[src/hw/rtl/lac_pkg.sv]
// Shared types and constants for the LRU address cache.
// Used by lac_cell, lac_select and lru_address_cache; no dependencies.
`default_nettype none
package lac_pkg;

  localparam int unsigned KeyW     = 64;
  localparam int unsigned PayloadW = 64;
  localparam int unsigned Entries  = 64;

  typedef enum logic {
    FUNC_LOOKUP = 1'b0,
    FUNC_INSERT = 1'b1
  } func_e;

  // One stored entry; the position in the cell chain is its recency rank.
  typedef struct packed {
    logic                valid;
    logic [KeyW-1:0]     key;
    logic [PayloadW-1:0] payload;
  } entry_t;

  // Result of the most-recent-match selection.
  typedef struct packed {
    logic                hit;
    logic [PayloadW-1:0] payload;
  } sel_t;

endpackage
`default_nettype wire

[src/hw/rtl/lac_cell.sv]
// One cell of the recency chain: holds one entry and a registered key compare.
// Depends on lac_pkg.
`default_nettype none
module lac_cell (
  input  wire logic                      clk_i,
  input  wire logic                      rst_ni,
  input  wire logic                      cmp_en_i,
  input  wire logic [lac_pkg::KeyW-1:0]  cmp_key_i,
  input  wire logic                      shift_en_i,
  input  wire lac_pkg::entry_t           left_i,
  output lac_pkg::entry_t                ent_o,
  output logic                           match_o
);

  logic                         valid_q;
  logic [lac_pkg::KeyW-1:0]     key_q;
  logic [lac_pkg::PayloadW-1:0] payload_q;
  logic                         match_q;

  always_ff @(posedge clk_i or negedge rst_ni) begin
    if (!rst_ni) begin
      valid_q <= 1'b0;
      match_q <= 1'b0;
    end else begin
      if (shift_en_i) begin
        valid_q <= left_i.valid;
      end
      if (cmp_en_i) begin
        match_q <= valid_q && (key_q == cmp_key_i);
      end
    end
  end

  // take the neighbor's entry, moving one step toward least recent
  always_ff @(posedge clk_i) begin
    if (shift_en_i) begin
      key_q     <= left_i.key;
      payload_q <= left_i.payload;
    end
  end

  assign ent_o   = '{valid: valid_q, key: key_q, payload: payload_q};
  assign match_o = match_q;

endmodule
`default_nettype wire

[config.mk]
export PLATFORM = sky130hd
export DESIGN_NAME = lac_cell
export DESIGN_NICKNAME = d
export VERILOG_FILES = /design/src/hw/rtl/lac_pkg.sv /design/src/hw/rtl/lac_cell.sv
export SDC_FILE = /design/constraint.sdc
export NUM_CORES = 1
export LEC_CHECK = 0
export BUFFER_PORTS_ARGS = -buffer_cell sky130_fd_sc_hd__clkbuf_2
export CORE_AREA = 2 2 126 128
export CTS_CLUSTER_SIZE = 10
export DETAILED_ROUTE_END_ITERATION = 8
export DIE_AREA = 0 0 128 130
export GPL_ROUTABILITY_DRIVEN = 0
export SETUP_SLACK_MARGIN = 0.3
export SLEW_MARGIN = 25
export SYNTH_ARGS = -nofsm -noshare
export SYNTH_HDL_FRONTEND = slang
export SYNTH_SLANG_ARGS = --single-unit
[constraint.sdc]
create_clock -name clk_i -period 3.85 [get_ports clk_i]
set_clock_uncertainty 0.2 [all_clocks]
set_input_delay 0.5775 -clock clk_i [delete_from_list [all_inputs] [get_ports clk_i]]
set_output_delay 0.5775 -clock clk_i [all_outputs]
set_load 0.01 [all_outputs]
# Yosys cells after proc, flatten, opt, wreduce, memory -nomap -nowiden
# Cells that the tools add are included.
# op_classes
bitwise	0
n_eq_ne	1
n_mux	0
n_reduce_logical	1
n_mul	0
shift	0
div	0
addsub	0
order_cmp	0
# ops
op	n
== test 64 bit	1
logical AND 1 bit	1
# totals
latch_bits	0
output_inout_bits	130
wordCells	6
mem_count	0
ram_bits	0
ff_bits	130
mem_bits_ro	0

# Longest topological paths before layout
# Gate-level depths: netlist of the first run.
# depth
ltp_word	2
depth_mapped	5

# Least setup slack after synthesis of the first run
# Ideal clock, no wire load.
# synth_path
path_kind	input to register
from	input cmp_key_i[52] (netlist bit)
to	register match_q (netlist: match_o)
setup_slack_ps	1925
setup_ps	80
t_arrival_ps	1644
required_ps	3570
path_stages	5
path_cell_list	xor2_1 a2111o_1 a2111oi_2 nand4_1 o22ai_2
# synth_between
elab_chain_len	2
# synth_rtl
item	line	text
start, declared	lac_cell.sv:8	input wire logic [lac_pkg::KeyW-1:0] cmp_key_i,
== test 64 bit	lac_cell.sv:29	match_q <= valid_q && (key_q == cmp_key_i);
logical AND 1 bit	lac_cell.sv:29	
end signal, assigned	lac_cell.sv:29	
end, declared	lac_cell.sv:18	logic match_q;
# No other way between the ends.
# A chain may end at the register's enable or synchronous reset.

# Worst setup path after layout of the first run
# layout_path
from	register key_q[52] (netlist bit)
to	register match_q (netlist: match_o)
# layout_between
elab_chain_len	2
# layout_rtl
item	line	text
start, declared	lac_cell.sv:16	logic [lac_pkg::KeyW-1:0] key_q;
start signal, assigned	lac_cell.sv:37	key_q <= left_i.key;
== test 64 bit	lac_cell.sv:29	
logical AND 1 bit	lac_cell.sv:29	
# No other way between the ends.

==> out/qor.yml, run 1 <==
synth:
  yosysWarnings: 0
  synth-xor-area-share_pct: 10.91
  synthMuxAreaShare_pct: 0.2419
  synth_seq_cells: 130
  synth_compound_area_share_pct: 1.720
  synth_top_family_by_area: "XOR/XNOR gates"
  synth_area_per_cell_sq_um: 20.51
  synth_cell_types: 21
  syn_inst: 227
  yosysSeqAreaShare_pct: 83.63
  synth_nets: 424
  synth_fa_ha_area_share_pct: 0
  syn_area_sq_um: 4656
  synth-simple-area-share_pct: 2.768
final_layout:
  final_common_cell: "clkbuf_2"
  finalInstanceArea_sq_um: 7158
  diodes: 0
  area_growth_pct: 53.75
  final_cell_mix: "325 x clkbuf_2, 128 x edfxtp_1, 53 x xnor2_1"
  drive_above_1_share_pct: 61.50
  nets: 772
floorplan:
  die_area_sq_um: 16640
  num_rows: 46
  die_w_um: 128
  pin_count: 327
  die_h_um: 130
  initial_utilization_pct: 30.18
  coreArea_sq_um: 15420
critical_path:
  crit_chain: "xor2_1 -> a2111o_1 -> a2111oi_2 -> nand4_1 -> o22ai_2"
  crit_slowest_cell: "edfxtp_1"
  cp_max_fo: 2
  crit_path_end_kind: "flop"
  critPathRequiredTime_ns: 3.98
  crit_arrival_ns: 1.98
  start_kind: "flop"
  criticalPathCategory: "flop to flop"
  slowest_delay_ns: 0.39
route:
  vias: 3320
  firstDrtPassIters: 4
  drc_errors: 0
  avgRoutedWirePerCell_um: 16.42
  ant_nets: 0
  wl_um: 12790
  drt_iter0_drc: 124
  vias_per_cell: 4.262
global_route:
  overflow: 0
  grt_max_degree: 61
  antenna_found_initial: 0
  track_usage_pct: 15.20
  grt_pass1_wl_um: 18390
  grt_pass1_vias: 3559
timing:
  rsz0062_at_grt: "no"
  min_period_ns: 1.850
  setup_tns_ns: 0
  hold_viol_final: 0
  worst_pin_slew_ns: 0.6695
  max_freq_ghz: 0.5407
  drv_slew: 0
  finalCritPeriodShare_pct: 48.04
  setup_viol: 0
  relSlewSlack_pct: 55.37
clock_network:
  numCtsBuffers: 17
  cts_resized: 0
  clk_pin_slew_ns: 0.06
  cts_setup_buffers: 0
  cts_max_level: 4
  clk_latency_ns: 0.41
  clk_path_buf_depth: 2
  clock-sinks: 130
  tritoncts: "done"
  cts_root_buffer: "clkbuf_16"
place:
  port-buffer-count: 326
  placedInstanceArea_sq_um: 6558
  dp_hpwl_um: 10510
power:
  peakVddDrop_mv: 0.2701
  p_leak_nw: 3.129
  powerDensity_nw_per_um2: 521.3
run:
  drv_cap: 0
min_path:
  hp-class: "input pin to flop"
outcome:
  outcome: "finished, final reports clean"
-- cell families (layout without fill, tap and decap cells) --
logic type      Yosys count  after routing
flops                   130            130
simple gates             22             22
buf+inv                   8            368
mux                       1              1
compound gates            8              8
xor+xnor                 58             58
-- critical path, delay by kind of cell, from the launching register on --
family	cells	cell delay, ns
flip-flops	1	0.39
AND/OR/NAND/NOR	1	0.18
AO/OA/AOI/OAI	3	0.84
XOR/XNOR	1	0.15
-- per-stage QoR --
stage	util [%]	cells	power, mW	hold WS, ns	setup slack, ns
final	46.41	779	3.732	0.1406	2.000
after global routing	46.41	779	3.878	0.1132	1.884
after CTS	46.41	779	3.787	0.1156	1.946
after detailed placement	42.51	747	2.167	0.1649	1.675
after global placement	42.51	747	2.157	0.1644	1.704
after floorplan	-	227	1.897	0.08191	1.925
-- area by class of cell --
type	count	area, sq um
fillers	1420	8267
flip-flops and latches	130	3894
repair buffers	330	1679
multi-input cells	89	728.2
clock buffers	18	429.2
well taps	192	240.2
clock inverters	13	161.4
inverters	7	26.28
-- report_power, final --
| group | total (mW) | internal [mW] | switching, mW | leakage [nW] |
|---|---|---|---|---|
| Combinational | 0.390 | 0.197 | 0.193 | 1.57 |
| Clock | 1.60 | 1.01 | 0.587 | 0.280 |
| Sequential | 1.74 | 1.68 | 0.0578 | 1.28 |
| Total | 3.73 | 2.89 | 0.838 | 3.13 |
-- registers in the layout, summed over array words and instances, names as in the netlist --
| signal | cells |
|---|---|
| key_q | 64 |
| match_o | 1 |
| payload_q | 64 |
| valid_q | 1 |
-- synthesized netlist by cell type (all sizes together) --
library cell  instances  area [sq um]
buf                   1         7.510
nor2b                 1         6.260
nor3                  3         15.01
a2111o                1         11.26
edfxtp              128          3844
nand4                13         81.33
inv                   7         26.28
a22o                  1         8.760
nor4                  2         12.51
o2bb2ai               1         8.760
dfrtp                 2         50.05
o2111ai               1         8.760
mux2                  1         11.26
o221ai                1         8.760
xnor2                53         464.2
xor2                  5         43.79
nor2                  1         3.750
o22ai                 2         18.77
nand3                 2         10.01
a2111oi               1         15.01
-- worst paths after layout --
check,startpoint,endpoint,slack (ns),cells past startpoint
worst min-delay path,left_i[8],payload_q[8],0.14,1
max in group asynchronous,rst_ni,valid_q,3.05,2
worst max-delay path,key_q[52],match_o,2.00,5
worst max register to register,key_q[52],match_o,2.00,5
min in group asynchronous,rst_ni,match_o,0.30,2
worst min register to register,valid_q,valid_q,0.35,1
-- routing by layer --
metal	vias up	share of wire, %	global-route usage (%)
li1	1569	-	-
met5	-	0	0
met3	17	9.9	7.052
met1	1541	35	15.15
met2	193	53	26.96
met4	0	2.1	7.369
-- what timing repair did --
item                                    CTS  global route
hold endpoints to repair                  2             0
endpoints found under the setup margin    0             0
hold buffers                              1             0
(Power assumes the default switching activity.)
==> run 2, diff against run 1 <==
Clock period 3.85 ns to 1.5 ns, I/O delays scaled along.
==> out/qor.yml, run 2 (synthesis gave the netlist of run 1 again) <==
final_layout:
  final_cell_mix: "201 x clkbuf_2, 132 x dlygate4sd3_1, 128 x edfxtp_1"
  reg.largest.list: "key_q x64, payload_q x64"
  nFillCells: 1205  # -15%
  drive_above_1_share_pct: 52.74  # -8.8 points
  diodes: 0  # unchanged
  nets: 934  # +21%
  multi_input_area_sq_um: 757.0  # +4.0%
  seq_area_sq_um: 3894  # unchanged
  stdcell_count: 941  # +21%
  final_common_cell: "clkbuf_2"
  area_growth_pct: 94.57
clock_network:
  numCtsBuffers: 17  # unchanged
  clk_pin_slew_ns: 0.06  # about the same
  cts_max_level: 4  # unchanged
  clock-sinks: 130  # unchanged
  clk_latency_ns: 0.41  # about the same
  tritoncts: "done"
  cts_root_buffer: "clkbuf_16"
  clk_path_buf_depth: 2  # unchanged
  cts_hold_buf: 132  # +131
power:
  p_int_mw: 7.527  # +160%
  switching_share_pct: 23.62  # +1.2 points
  p_leak_nw: 3.921  # +25%
  pwr-share-clk_pct: 38.7  # -4.2 points
  pwr-share-seq_pct: 45.4  # -1.3 points
  peakVddDrop_mv: 0.8586  # +220%
  power.switching_mw: 2.327  # +180%
  power_frac_comb_pct: 15.9  # +5.5 points
  p_total_mw: 9.854  # +160%
  powerDensity_nw_per_um2: 1088  # +110%
timing:
  rsz0062_at_grt: "yes"
  drv_slew: 0  # unchanged
  holdWs_ns: -0.03592  # -0.1765 ns
  hold_viol_final: 1  # +1
  finalCritPeriodShare_pct: 114.5  # +66 points
  setup_viol: 20  # +20
  setup_tns_ns: -0.4862  # -0.4862 ns
  min_period_ns: 1.718  # -0.1317 ns
  relSlewSlack_pct: 75.21  # +20 points
  fin_ws_ns: -0.2179  # -2.218 ns
  max_freq_ghz: 0.5821  # +7.7%
  worst_pin_slew_ns: 0.3718  # -0.2977 ns
global_route:
  track_usage_pct: 17.97  # +2.8 points
  grt_pass1_vias: 4460  # +25%
  grt_max_degree: 68  # +11%
  antenna_found_initial: 0  # unchanged
  grt_pass1_wl_um: 22310  # +21%
  overflow: 0  # unchanged
floorplan:
  die_h_um: 130  # unchanged
  die_w_um: 128  # unchanged
  pin_count: 327  # unchanged
  num_rows: 46  # unchanged
  coreArea_sq_um: 15420  # unchanged
  die_area_sq_um: 16640  # unchanged
  initial_utilization_pct: 30.18  # unchanged
place:
  port-buffer-count: 326  # unchanged
  dp_hpwl_um: 10800  # +2.7%
  dp_slack_ns: -0.3626  # -2.038 ns
  place_inst: 773  # +3.5%
route:
  ant_nets: 0  # unchanged
  firstDrtPassIters: 4  # unchanged
  vias: 3999  # +20%
  avgRoutedWirePerCell_um: 16.57  # +0.95%
  drc_errors: 0  # unchanged
  wl_um: 15590  # +22%
  vias_per_cell: 4.250  # -0.28%
  drt_iter0_drc: 146  # +18%
critical_path:
  criticalPathCategory: "flop to flop"
  cp_max_fo: 2  # unchanged
  crit_path_end_kind: "flop"
  ff2ff_path_depth: 5  # unchanged
  critPathRequiredTime_ns: 1.64  # -2.34 ns
  slowest_delay_ns: 0.39  # about the same
  crit_arrival_ns: 1.86  # -0.12 ns
  crit_chain: "xor2_1 -> a2111o_1 -> a2111oi_2 -> nand4_1 -> o22ai_2"
  crit_slowest_cell: "edfxtp_1"
  crit_path_start: "key_q[24]"
  r2r-start: "key_q[24]"
  start_kind: "flop"
min_path:
  hp-class: "input pin to flop"
  hold_path_startpoint: "cmp_key_i[51]"
  hold_depth: 4  # +3
outcome:
  violations: "negative hold slack, negative setup slack"
  outcome: "finished with violations"
run:
  drv_cap: 0  # unchanged
## run 2: changes by cell type in the layout (fill, tap and decap cells not counted), sizes merged
cell         before  now
buf               4  158
dlygate4sd3       1  132
clkbuf          343  220
bufinv            3    1
clkinvlp          3    4
inv               8    9
## run 2: power groups by stage
stage          clock network (mW)  registers, mW  logic (mW)
6_report                     3.82           4.47        1.57
5_1_grt                      4.04           4.50        1.68
4_1_cts                      3.89           4.46        1.42
3_5_place_dp                    0           4.53        1.10
3_3_place_gp                    0           4.52        1.09
2_1_floorplan                   0           4.67       0.203
## run 2: path summary, 6_finish.rpt
check / to / slack (ns)
setup / recovery: match_o / -0.22
hold / removal: match_o / -0.04
setup reg to reg: match_o / -0.22
hold reg to reg: match_o / 0.37
max in group asynchronous: valid_q / 0.46
min in group asynchronous: match_o / 0.50
## run 2: stage by stage
stage                     area, sq um  utilization (%)
final                            9059            58.73
after global routing             9059            58.73
after CTS                        8723            56.55
after detailed placement         6765            43.86
after global placement           6765            43.86
after floorplan                  4656                -
## run 2: cell type report
class | instances | area share [%]
Sequential cell | 130 | 42.98
Tap cell | 192 | 2.652
Inverter | 7 | 0.2901
Timing Repair Buffer | 492 | 39.72
Clock inverter | 13 | 1.257
Clock buffer | 18 | 4.738
Multi-Input combinational cell | 89 | 8.356
## run 2: repair_timing
action	CTS	global route
resized for setup	11	185
setup endpoints to repair	131	131
pin swaps	1	1
buffers inserted	4	1
endpoints found under the hold margin	132	1
## run 2: routing by layer
layer / part of all wire (%) / wire length (um) / GRT usage (%)
met1: 35 / 5483 / 18.53
met5: 0 / 0 / 0
met4: 2.7 / 415 / 7.369
met3: 10 / 1571 / 8.364
met2: 52 / 8123 / 31.77
## run 2: critical path, delay by kind of cell (launching register included)
kind / cells / cell delay (ns)
AOI/OAI and AO/OA: 3 / 0.74
xor gates and xnor gates: 1 / 0.16
DFF: 1 / 0.39
and+or+nand+nor: 1 / 0.15
==> run 3, diff against run 2 <==
Settings changed: ABC_AREA from default to 1, CORE_AREA 2 2 126 128 to 2 2 127 129, DIE_AREA 0 0 128 130 to 0 0 129 131, HOLD_SLACK_MARGIN from default to 0.06, PLACE_DENSITY from default to 0.67.
==> out/qor.yml, run 3 <==
outcome:
  outcome: "finished with violations"
  violations: "negative setup slack"
route:
  ant_nets: 0  # unchanged
  avgRoutedWirePerCell_um: 14.54  # -12%
  vias: 4728  # +18%
  vias_per_cell: 4.129  # -2.8%
  firstDrtPassIters: 5  # +1
  drc_errors: 0  # unchanged
  wl_um: 16650  # +6.8%
  drt_iter0_drc: 127  # -13%
synth:
  synth_seq_cells: 130  # unchanged
  yosysWarnings: 0  # unchanged
  synth_nets: 624  # +47%
  synth_area_leaders: "edfxtp_1 75%, nand2_1 8.8%, inv_1 5.9%"
  synthFlopType: "edfxtp_1"
  synth_area_per_cell_sq_um: 12.02  # -41%
  syn_area_sq_um: 5134  # +10%
  synth_commonest_cells: "128 x edfxtp_1, 120 x nand2_1, 81 x inv_1"
  yosysSeqAreaShare_pct: 75.85  # -7.8 points
  synth_top_area_cell: "edfxtp_1"
  synth_top_cell_area_share_pct: 74.87  # -7.7 points
  synth_most_common_cell: "edfxtp_1"
  async_reset_ff_share_pct: 1.538  # unchanged
  synth-edff-count: 128  # unchanged
  syn_inst: 427  # +88%
  synth_cell_types: 18  # -14%
global_route:
  grt_max_degree: 31  # -54%
  grt_pass1_wl_um: 23560  # +5.6%
  track_usage_pct: 18.70  # +0.73 points
  overflow: 0  # unchanged
  grt_pass1_vias: 4767  # +6.9%
  antenna_found_initial: 0  # unchanged
floorplan:
  die_w_um: 129  # +0.78%
  num_rows: 46  # unchanged
  die_h_um: 131  # +0.77%
  coreArea_sq_um: 15600  # +1.1%
  initial_utilization_pct: 32.91  # +2.7 points
  die_area_sq_um: 16900  # +1.6%
  pin_count: 327  # unchanged
clock_network:
  cts_max_level: 4  # unchanged
  numCtsBuffers: 17  # unchanged
  tritoncts: "done"
  clock-sinks: 130  # unchanged
  clk_path_buf_depth: 2  # unchanged
  clk_latency_ns: 0.42  # about the same
  clk_pin_slew_ns: 0.06  # about the same
  cts_root_buffer: "clkbuf_16"
run:
  drv_cap: 0  # unchanged
timing:
  finalCritPeriodShare_pct: 101.0  # -14 points
  rsz0062_at_grt: "yes"
  drv_slew: 0  # unchanged
  setup_tns_ns: -0.01478  # +0.4715 ns
  fin_ws_ns: -0.01478  # +0.2031 ns
  worst_pin_slew_ns: 0.1782  # -0.1936 ns
  hold_viol_final: 0  # -1
  min_period_ns: 1.515  # -0.2031 ns
  max_freq_ghz: 0.6602  # +13%
  relSlewSlack_pct: 87.99  # +13 points
  setup_viol: 1  # -95%
critical_path:
  critPathRequiredTime_ns: 1.07  # -0.57 ns
  crit_slowest_cell: "edfxtp_1"
  start_kind: "flop"
  slowest_delay_ns: 0.41  # +0.02 ns
  cp_max_fo: 3  # +1
  crit_path_end_kind: "output pin"
  crit_chain: "buf_4 -> buf_6"
  r2r_setup_slack_ns: 0.04  # +0.26 ns
  crit_arrival_ns: 1.09  # -0.77 ns
  criticalPathCategory: "flop to output pin"
final_layout:
  stdcell_count: 1145  # +22%
  reg.largest.list: "key_q x64, payload_q x64"
  nFillCells: 1213  # +0.66%
  area_growth_pct: 82.45
  seq_area_sq_um: 3894  # unchanged
  nets: 1113  # +19%
  final_common_cell: "clkbuf_2"
  final_cell_mix: "196 x clkbuf_2, 132 x dlygate4sd3_1, 128 x edfxtp_1"
  multi_input_area_sq_um: 949.7  # +25%
  diodes: 0  # unchanged
  drive_above_1_share_pct: 41.23  # -12 points
  finalInstanceArea_sq_um: 9366  # +3.4%
place:
  dp_hpwl_um: 11360  # +5.2%
  placedInstanceArea_sq_um: 7193  # +6.3%
  port-buffer-count: 326  # unchanged
  place_inst: 980  # +27%
power:
  p_total_mw: 9.957  # +1.0%
  p_leak_nw: 4.535  # +16%
  powerDensity_nw_per_um2: 1063  # -2.3%
  peakVddDrop_mv: 0.7141  # -17%
min_path:
  hp-class: "input pin to flop"
==> run 3: cell count changes after synthesis, moves of 3 or more <==
| cell | previous run | this run |
|---|---|---|
| inv_1 | 7 | 81 |
| nand2_1 | 0 | 120 |
| nand4_1 | 13 | 5 |
| nor2_1 | 1 | 57 |
| nor3_1 | 3 | 0 |
| o21ai_0 | 0 | 3 |
| o21ai_1 | 0 | 3 |
| or2_0 | 0 | 3 |
| or2_2 | 0 | 3 |
| xnor2_1 | 53 | 10 |
| xor2_1 | 5 | 2 |
==> run 3: logic make-up after synthesis <==
kind of cell	Yosys count	share of synthesized area, %
buf+inv	83	6.142
xor+xnor	12	2.047
compound gates	6	0.5848
simple gates	195	15.16
flops	130	75.85
mux	1	0.2193
==> run 3: path summary, 6_finish.rpt <==
check / from / end / cells past startpoint
max in group asynchronous: rst_ni / match_o / 3
min: shift_en_i / payload_q[2] / 2
min in group asynchronous: rst_ni / valid_q / 3
max: key_q[26] / ent_o[90] / 2
min reg2reg: match_o / match_o / 2
max reg2reg: key_q[26] / match_o / 11
==> run 3: power by group <==
part / switching, mW / leakage, nW / internal (mW)
combinational: 0.675 / 2.99 / 0.858
clock: 1.64 / 0.269 / 2.30
sequential: 0.160 / 1.28 / 4.32
total: 2.48 / 4.53 / 7.48
==> run 3: routing by layer <==
metal / share of wire (%) / vias to the layer above / routed length, um / GRT usage (%)
met5: 0 / - / 0 / 0
met4: 2.5 / 0 / 408 / 8.248
met3: 8.0 / 30 / 1333 / 6.107
met2: 53 / 217 / 8892 / 34.86
met1: 36 / 2127 / 6013 / 19.15
li1: - / 2354 / - / -
==> run 3: area by class of cell <==
cell class / instances / area share, %
Clock inverter: 14 / 1.389
Clock buffer: 18 / 4.582
Inverter: 82 / 3.286
Tap cell: 216 / 2.885
Timing Repair Buffer: 471 / 36.15
Multi-Input combinational cell: 214 / 10.14
Sequential cell: 130 / 41.57
==> run 3: per-stage QoR <==
stage | setup WS (ns) | hold slack, ns | utilization, %
3_3_place_gp | 0.03795 | -0.1772 | 46.12
3_5_place_dp | 0.01366 | -0.1763 | 46.12
5_1_grt | -0.1524 | 0.06680 | 60.05
4_1_cts | -0.03003 | 0.04825 | 58.41
6_report | -0.01478 | 0.06084 | 60.05
2_1_floorplan | 0.1990 | -0.2706 | -
==> run 3: critical path, delay by kind of cell (launching register included) <==
family   cells  cell delay, ns
flops        1            0.41
buf+inv      2            0.27
==> run 3: repair_timing <==
action / 4_1_cts / 5_1_grt
hold endpoints to repair: 148 / 0
hold buffers: 132 / 0
gates resized for setup: 6 / 176
gates cloned: 0 / 0
pin swaps: 3 / 3
endpoints found under the setup margin: 131 / 131
buffers inserted: 1 / 0
